### src/hdl/dcqs_pkg.sv
`default_nettype none
package dcqs_pkg;

	localparam logic [1:0] OP_XFER  = 2'd0;
	localparam logic [1:0] OP_FILL  = 2'd1;
	localparam logic [1:0] OP_COPY  = 2'd2;
	localparam logic [1:0] OP_FLUSH = 2'd3;

	localparam logic [1:0] TARGET_VRAM = 2'd0;

	localparam logic [17:0] BOUNDARY_SPAN = 18'h20000;

	typedef struct packed {
		logic [1:0]  kind;
		logic [1:0]  target;
		logic [15:0] dest;
		logic [22:0] source;
		logic [15:0] length;
		logic [7:0]  stride;
	} entry_t;

	typedef struct packed {
		logic accept;
		logic push;
		logic second;
		logic rd_issue;
		logic load_out;
	} ctrl_cmd_t;

	typedef struct packed {
		logic full;
		logic empty;
		logic last;
		logic split;
		logic out_free;
	} dp_stat_t;

endpackage
`default_nettype wire

### src/hdl/dma_command_queue_split.sv
// Channel  Handshake            Payload
// req      req_valid/req_stall  opcode, target_memory, dest_address, source_address,
//                               length, stride
// cmd      cmd_valid/cmd_stall  command_kind, command_target, command_dest,
//                               command_source, command_length, command_stride,
//                               last_of_flush
//
// An enqueue registers the request, then writes one entry, or two when a transfer is split in two.
// A flush issues a registered read of the queue memory and loads the result into
// a single output register before the next read; cmd_stall holds the next read.
// A full queue is drained before the new entry is written.
// Reset clears the pointers, the fill count and the output valid; there is no
// clearing pass, and the queue accepts an item in the first cycle after reset.
`default_nettype none
module dma_command_queue_split #(
	parameter int QUEUE_DEPTH = 32
) (
	input  wire logic        clk,
	input  wire logic        arst_n,
	input  wire logic        req_valid,
	output      logic        req_stall,
	input  wire logic [1:0]  opcode,
	input  wire logic [1:0]  target_memory,
	input  wire logic [15:0] dest_address,
	input  wire logic [23:0] source_address,
	input  wire logic [15:0] length,
	input  wire logic [7:0]  stride,
	output      logic        cmd_valid,
	input  wire logic        cmd_stall,
	output      logic [1:0]  command_kind,
	output      logic [1:0]  command_target,
	output      logic [15:0] command_dest,
	output      logic [22:0] command_source,
	output      logic [15:0] command_length,
	output      logic [7:0]  command_stride,
	output      logic        last_of_flush
);
	import dcqs_pkg::*;

	ctrl_cmd_t ctrl_cmd;
	dp_stat_t  dp_stat;

	dcqs_ctrl u_ctrl (
		.clk        (clk),
		.arst_n     (arst_n),
		.req_valid  (req_valid),
		.req_opcode (opcode),
		.stat       (dp_stat),
		.cmd        (ctrl_cmd),
		.req_stall  (req_stall)
	);

	dcqs_dp #(
		.QUEUE_DEPTH(QUEUE_DEPTH)
	) u_dp (
		.clk            (clk),
		.arst_n         (arst_n),
		.cmd            (ctrl_cmd),
		.stat           (dp_stat),
		.opcode         (opcode),
		.target_memory  (target_memory),
		.dest_address   (dest_address),
		.source_address (source_address),
		.length         (length),
		.stride         (stride),
		.cmd_stall      (cmd_stall),
		.cmd_valid      (cmd_valid),
		.command_kind   (command_kind),
		.command_target (command_target),
		.command_dest   (command_dest),
		.command_source (command_source),
		.command_length (command_length),
		.command_stride (command_stride),
		.last_of_flush  (last_of_flush)
	);

endmodule
`default_nettype wire

### src/hdl/dcqs_ram.sv
`default_nettype none
module dcqs_ram #(
	parameter int WIDTH = 8,
	parameter int DEPTH = 32
) (
	input  wire logic                     clk,
	input  wire logic                     we,
	input  wire logic [$clog2(DEPTH)-1:0] waddr,
	input  wire logic [WIDTH-1:0]         wdata,
	input  wire logic                     re,
	input  wire logic [$clog2(DEPTH)-1:0] raddr,
	output      logic [WIDTH-1:0]         rdata
);

	logic [WIDTH-1:0] mem_q [DEPTH];

	always_ff @(posedge clk) begin
		if (we) begin
			mem_q[waddr] <= wdata;
		end
		if (re) begin
			rdata <= mem_q[raddr];
		end
	end

endmodule
`default_nettype wire

### src/hdl/dcqs_ctrl.sv
`default_nettype none
module dcqs_ctrl (
	input  wire logic                clk,
	input  wire logic                arst_n,
	input  wire logic                req_valid,
	input  wire logic [1:0]          req_opcode,
	input  wire dcqs_pkg::dp_stat_t  stat,
	output      dcqs_pkg::ctrl_cmd_t cmd,
	output      logic                req_stall
);
	import dcqs_pkg::*;

	localparam logic [2:0] S_IDLE  = 3'd0;
	localparam logic [2:0] S_PUSH1 = 3'd1;
	localparam logic [2:0] S_PUSH2 = 3'd2;
	localparam logic [2:0] S_READ  = 3'd3;
	localparam logic [2:0] S_LOAD  = 3'd4;

	logic [2:0] state_q;
	logic [2:0] state_d;
	logic [2:0] ret_q;
	logic [2:0] ret_d;

	always_comb begin
		state_d = state_q;
		ret_d   = ret_q;
		cmd     = '0;
		unique case (state_q)
			S_IDLE: begin
				if (req_valid) begin
					cmd.accept = 1'b1;
					if (req_opcode == OP_FLUSH) begin
						ret_d = S_IDLE;
						if (!stat.empty) begin
							state_d = S_READ;
						end
					end else begin
						state_d = S_PUSH1;
					end
				end
			end
			S_PUSH1: begin
				if (stat.full) begin
					ret_d   = S_PUSH1;
					state_d = S_READ;
				end else begin
					cmd.push = 1'b1;
					state_d  = stat.split ? S_PUSH2 : S_IDLE;
				end
			end
			S_PUSH2: begin
				cmd.second = 1'b1;
				if (stat.full) begin
					ret_d   = S_PUSH2;
					state_d = S_READ;
				end else begin
					cmd.push = 1'b1;
					state_d  = S_IDLE;
				end
			end
			S_READ: begin
				if (stat.out_free) begin
					cmd.rd_issue = 1'b1;
					state_d      = S_LOAD;
				end
			end
			S_LOAD: begin
				cmd.load_out = 1'b1;
				state_d      = stat.last ? ret_q : S_READ;
			end
			default: begin
				state_d = S_IDLE;
			end
		endcase
	end

	always_ff @(posedge clk or negedge arst_n) begin
		if (!arst_n) begin
			state_q <= S_IDLE;
			ret_q   <= S_IDLE;
		end else begin
			state_q <= state_d;
			ret_q   <= ret_d;
		end
	end

	assign req_stall = (state_q != S_IDLE);

endmodule
`default_nettype wire

### src/hdl/dcqs_dp.sv
`default_nettype none
module dcqs_dp #(
	parameter int QUEUE_DEPTH = 32
) (
	input  wire logic                clk,
	input  wire logic                arst_n,
	input  wire dcqs_pkg::ctrl_cmd_t cmd,
	output      dcqs_pkg::dp_stat_t  stat,
	input  wire logic [1:0]          opcode,
	input  wire logic [1:0]          target_memory,
	input  wire logic [15:0]         dest_address,
	input  wire logic [23:0]         source_address,
	input  wire logic [15:0]         length,
	input  wire logic [7:0]          stride,
	input  wire logic                cmd_stall,
	output      logic                cmd_valid,
	output      logic [1:0]          command_kind,
	output      logic [1:0]          command_target,
	output      logic [15:0]         command_dest,
	output      logic [22:0]         command_source,
	output      logic [15:0]         command_length,
	output      logic [7:0]          command_stride,
	output      logic                last_of_flush
);
	import dcqs_pkg::*;

	localparam int PTR_W = $clog2(QUEUE_DEPTH);
	localparam int CNT_W = $clog2(QUEUE_DEPTH + 1);
	localparam logic [PTR_W-1:0] PTR_LAST = PTR_W'(QUEUE_DEPTH - 1);
	localparam logic [CNT_W-1:0] CNT_FULL = CNT_W'(QUEUE_DEPTH);
	localparam logic [CNT_W-1:0] CNT_ONE  = CNT_W'(1);

	logic [1:0]  opcode_q;
	logic [1:0]  target_q;
	logic [15:0] dest_q;
	logic [23:0] source_q;
	logic [15:0] length_q;
	logic [7:0]  stride_q;

	logic [PTR_W-1:0] wr_ptr_q;
	logic [PTR_W-1:0] rd_ptr_q;
	logic [CNT_W-1:0] count_q;
	logic             cmd_valid_q;
	logic             last_q;
	entry_t           out_q;

	logic [17:0] limit;
	logic [16:0] half;
	logic        split;
	logic        upper;
	logic [23:0] raw_source;
	entry_t      wr_entry;
	entry_t      rd_entry;

	always_ff @(posedge clk) begin
		if (cmd.accept) begin
			opcode_q <= opcode;
			target_q <= target_memory;
			dest_q   <= dest_address;
			source_q <= source_address;
			length_q <= length;
			stride_q <= stride;
		end
	end

	assign limit = BOUNDARY_SPAN - {1'b0, source_q[16:0]};
	assign half  = limit[17:1];
	assign split = (opcode_q == OP_XFER) && ({1'b0, length_q} > half);
	assign upper = split && !cmd.second;

	always_comb begin
		raw_source      = upper ? (source_q + {6'd0, limit}) : source_q;
		wr_entry.kind   = opcode_q;
		wr_entry.target = (opcode_q == OP_XFER) ? target_q : TARGET_VRAM;
		wr_entry.dest   = upper ? (dest_q + limit[15:0]) : dest_q;
		wr_entry.stride = stride_q;
		if (upper) begin
			wr_entry.length = length_q - half[15:0];
		end else if (split) begin
			wr_entry.length = half[15:0];
		end else begin
			wr_entry.length = length_q;
		end
		case (opcode_q)
			OP_XFER: wr_entry.source = raw_source[23:1];
			OP_FILL: wr_entry.source = {15'd0, raw_source[7:0]};
			default: wr_entry.source = {7'd0, raw_source[15:0]};
		endcase
	end

	dcqs_ram #(
		.WIDTH($bits(entry_t)),
		.DEPTH(QUEUE_DEPTH)
	) u_ram (
		.clk   (clk),
		.we    (cmd.push),
		.waddr (wr_ptr_q),
		.wdata (wr_entry),
		.re    (cmd.rd_issue),
		.raddr (rd_ptr_q),
		.rdata (rd_entry)
	);

	always_ff @(posedge clk or negedge arst_n) begin
		if (!arst_n) begin
			wr_ptr_q    <= '0;
			rd_ptr_q    <= '0;
			count_q     <= '0;
			cmd_valid_q <= 1'b0;
		end else begin
			if (cmd.push) begin
				wr_ptr_q <= (wr_ptr_q == PTR_LAST) ? '0 : wr_ptr_q + 1'b1;
				count_q  <= count_q + 1'b1;
			end else if (cmd.load_out) begin
				rd_ptr_q <= (rd_ptr_q == PTR_LAST) ? '0 : rd_ptr_q + 1'b1;
				count_q  <= count_q - 1'b1;
			end
			if (cmd.load_out) begin
				cmd_valid_q <= 1'b1;
			end else if (!cmd_stall) begin
				cmd_valid_q <= 1'b0;
			end
		end
	end

	always_ff @(posedge clk) begin
		if (cmd.load_out) begin
			out_q  <= rd_entry;
			last_q <= (count_q == CNT_ONE);
		end
	end

	assign stat.full     = (count_q == CNT_FULL);
	assign stat.empty    = (count_q == '0);
	assign stat.last     = (count_q == CNT_ONE);
	assign stat.split    = split;
	assign stat.out_free = !cmd_valid_q || !cmd_stall;

	assign cmd_valid      = cmd_valid_q;
	assign command_kind   = out_q.kind;
	assign command_target = out_q.target;
	assign command_dest   = out_q.dest;
	assign command_source = out_q.source;
	assign command_length = out_q.length;
	assign command_stride = out_q.stride;
	assign last_of_flush  = last_q;

endmodule
`default_nettype wire

### config.mk
export PLATFORM = sky130hd
export DESIGN_NAME = dma_command_queue_split
export DESIGN_NICKNAME = d
export VERILOG_FILES = /design/src/hdl/dcqs_pkg.sv /design/src/hdl/dma_command_queue_split.sv /design/src/hdl/dcqs_ram.sv /design/src/hdl/dcqs_ctrl.sv /design/src/hdl/dcqs_dp.sv
export SDC_FILE = /design/constraint.sdc
export NUM_CORES = 2
export LEC_CHECK = 0
export CAP_MARGIN = 5
export CELL_PAD_IN_SITES_DETAIL_PLACEMENT = 1
export CELL_PAD_IN_SITES_GLOBAL_PLACEMENT = 1
export CORE_MARGIN = 2
export CORE_UTILIZATION = 51
export CTS_CLUSTER_DIAMETER = 100
export DETAILED_ROUTE_END_ITERATION = 8
export DONT_BUFFER_PORTS = 1
export PLACE_DENSITY_LB_ADDON = 0.1
export SYNTH_ARGS = -nofsm -noshare
export SYNTH_HDL_FRONTEND = slang
export SYNTH_SLANG_ARGS = --single-unit
### constraint.sdc
create_clock -name clk -period 7 [get_ports clk]
set_input_delay 1.4 -clock clk [delete_from_list [all_inputs] [get_ports clk]]
set_output_delay 1.4 -clock clk [all_outputs]
set_load 0.1 [all_outputs]
==> results.txt <==
Outcome - finished, final reports clean
Final setup violation count - 0
Setup Buffers After CTS - 0
Overall power - 0.04294 W
Worst-Margin Slew - 1.356 ns
IO buf count - 0
Critical path's slowest cell - nand2_1
Startpoint types - flop
Post-synth net total - 4147
M1 WL - 105.7 mm
Routed Wire Length - 245.2 mm
Clock latency on the worst-skew pair - 0.87 ns
Seq/Total Area, Yosys - 77.00%
Wire per inst - 36.41 um
Nets - 4294
Non-filler cells, final - 6734
Final setup TNS - 0 ns
# resized after CTS - 0
Post-synth top area cell - edfxtp_1
Worst hold slack - 0.2166 ns
R2r endpoint - u_dp.u_ram.mem_q[16][57]$_DFFE_PP_
Avg Vias per Cell - 6.481
Count leader, synth - edfxtp_1
Cell Pwr Density - 413.9 nW/um^2
Core area - 180200 um^2
Post-synth cell types - 70
DP HPWL - 116.8 mm
Hold Crit Class - input port to asynchronous set/reset pin
Logic pwr share - 26.6%
Top cell by count, worst path - ha_1
Top cells by area, synth - edfxtp_1 (76%), mux4_2 (16%), mux2_2 (0.92%)
Vias in the first global route - 45100
Share of cells above drive strength 1 - 29.47%
Hold_buf cts - 0
H-tree Lvls - 4
Synthesized instance count - 4016
Routed wl met2 - 117.7 mm
Worst-path cell chain - inv_1 -> ha_1 -> nor2b_1 -> nand4_1 -> nor3_1 -> ha_1 -> ha_1 -> and3_1 -> nand3_1 -> nor3_1 -> nor4_1 -> nand2_2 -> buf_4 -> nor2_1 -> o21ai_0 -> nand2_1
Starting density of the core - 51.20%
Die height - 429.3 um
Top FF cell, synth - edfxtp_1
Total congestion overflow - 0
First-pass GRT wire length - 344.9 mm
Initial DRC count - 5168
Flop pwr share - 44.8%
Sw frac - 29.62%
Cell Rows - 156
Leakage power - 32.06 nW
Commonest cells post-synth - edfxtp_1 (2347), mux4_2 (670), clkbuf_1 (125)
Initial antenna violation count - 31
Worst R2R Setup Slack - 1.14 ns
Placer Congestion - 0.8408
DRC - 0
VDD IR max - 0.0004056 V
Antenna-violating nets left - 0
Yosys top cell area share - 76.41%
Arrival time worst endpoint - 6.23 ns
RR Startpoint - u_dp.source_q[1]$_DFFE_PP_
Clock buffer depth - 3
Yosys warns - 0
Die X - 429.3 um
Pint - 0.03022 W
CP max FO - 32
Cells on worst reg2reg path - 16
Via Count - 43640
Final worst-path cycle share - 83.73%
Full die area - 184300 um^2
Synth Cell Area - 92240 um^2
Max layer used - met5
Num CTS Buffers - 236
Number of max-slew violations in the final report - 0
Final core occ - 57.60%
Cells after DPL - 6291
Post-synthesis register bit count - 2369
Max cap viols - 0
Drt first pass iters - 5
WS Path Type - flop to flop
Clock root cell - clkbuf_16
Fmax - 0.1706 GHz
Clk pwr share - 28.6%
Hold Violations, Final - 0
Clock sinks - 2369
Net Sw Power - 0.01272 W
I/O Pins - 142
Post-synthesis async set-or-reset flop share - 0.9287%
Tmin final - 5.861 ns
Critical Path Stages - 16
Number of flops mapped to enable cells by yosys - 2347
Worst Skew - 0.03099 ns
Normalized max-slew margin - 9.602%
Clk slew on worst S/H paths - 0.06 ns
Syn avg cell area - 22.97 um^2
CP endpoint kind - flop
CP top delay family - simple AND/OR/NAND/NOR gates
RSZ-0062 raised after global routing - no
Slowest cell delay on critical path - 0.65 ns
CP required - 7.37 ns
Pin count of the biggest net entering global routing - 124
TritonCTS clock tree - built
CP bufs+invs - 2
Area growth from synthesis to layout - 12.50%
Total GRT Usage - 26.85%
WL met3 - 16.69 mm
[cell type report]
cell class                      count  area, um^2
Antenna cell                        7       17.52
Clock buffer                      288        6225
Clock inverter                    144        1246
Fill cell                       14640       76390
Inverter                           39       148.9
Multi-Input combinational cell   1411       20790
Sequential cell                  2369       71050
Tap cell                         2370        2965
Timing Repair Buffer              106        1326
[per-layer routing]
layer,vias up,track usage [%]
li1,17350,-
met1,24220,40.28
met2,1723,42.17
met3,336,4.156
met4,18,6.140
met5,-,0
[state kept, by name, indices dropped and copies added, names as in the netlist, 5 cells and up]
name                 flops
u_dp.command_dest       16
u_dp.wr_ptr_q            5
u_dp.stride_q            8
u_dp.source_q           24
u_dp.length_q           16
u_dp.command_source     23
u_dp.dest_q             16
u_dp.rd_ptr_q            5
u_dp.command_length     16
u_dp.count_q             6
u_dp.command_stride      8
u_dp.u_ram.rdata        67
u_dp.u_ram.mem_q      2144
[power groups by stage]
stage	sequential (W)	clock, W	combinational, W
2_1_floorplan	0.0192	0	0.00795
3_3_place_gp	0.0195	0	0.0114
3_5_place_dp	0.0195	0	0.0115
4_1_cts	0.0192	0.0125	0.0116
5_1_grt	0.0193	0.0130	0.0122
6_report	0.0192	0.0123	0.0114
[placed cells by master (no fill, tap or decap), types with 17 or more instances in the layout]
cell type,n
ha_1,57
mux4_2,670
o21ai_2,17
mux2_2,75
inv_1,37
a21oi_1,40
nor2_1,67
edfxtp_1,2347
nand3_1,22
clkbuf_16,239
clkinv_2,43
nor3_1,22
buf_12,40
o21ai_0,42
bufinv_16,19
nand2_1,85
clkinv_1,65
nor2_4,28
clkbuf_1,43
dfrtp_1,17
xnor2_1,47
buf_4,62
xor2_1,27
[worst max-delay path by stage]
stage                                            from                                 end  slack, ns
after floorplan           u_dp.count_q[0]$_DFFE_PN0P_   u_dp.u_ram.mem_q[15][0]$_DFFE_PP_       0.16
final                      u_dp.source_q[1]$_DFFE_PP_  u_dp.u_ram.mem_q[16][57]$_DFFE_PP_       1.14
after detailed placement   u_dp.source_q[1]$_DFFE_PP_  u_dp.u_ram.mem_q[10][57]$_DFFE_PP_       1.21
after CTS                  u_dp.source_q[1]$_DFFE_PP_  u_dp.u_ram.mem_q[16][57]$_DFFE_PP_       1.20
after global placement     u_dp.source_q[1]$_DFFE_PP_  u_dp.u_ram.mem_q[10][57]$_DFFE_PP_       1.31
after global routing       u_dp.source_q[1]$_DFFE_PP_  u_dp.u_ram.mem_q[29][42]$_DFFE_PP_       0.68
[kinds of logic after synthesis]
family                     Yosys count  synth area share, %
AOI/OAI and AO/OA                  188                1.271
and+or+nand+nor                    323                1.705
muxes                              763                17.47
buffers and inverters              236               0.9889
adders and majority gates           61               0.8383
DFF                               2369                77.00
xor gates and xnor gates            76               0.7217
[metrics by stage]
step	setup WS, ns	instance area (um^2)
floorplan	0.1581	92240
global placement	1.315	96220
detailed placement	1.206	96220
CTS	1.204	103700
global route	0.6788	103700
finish	1.139	103800
Power figures use the tool's default switching activity.
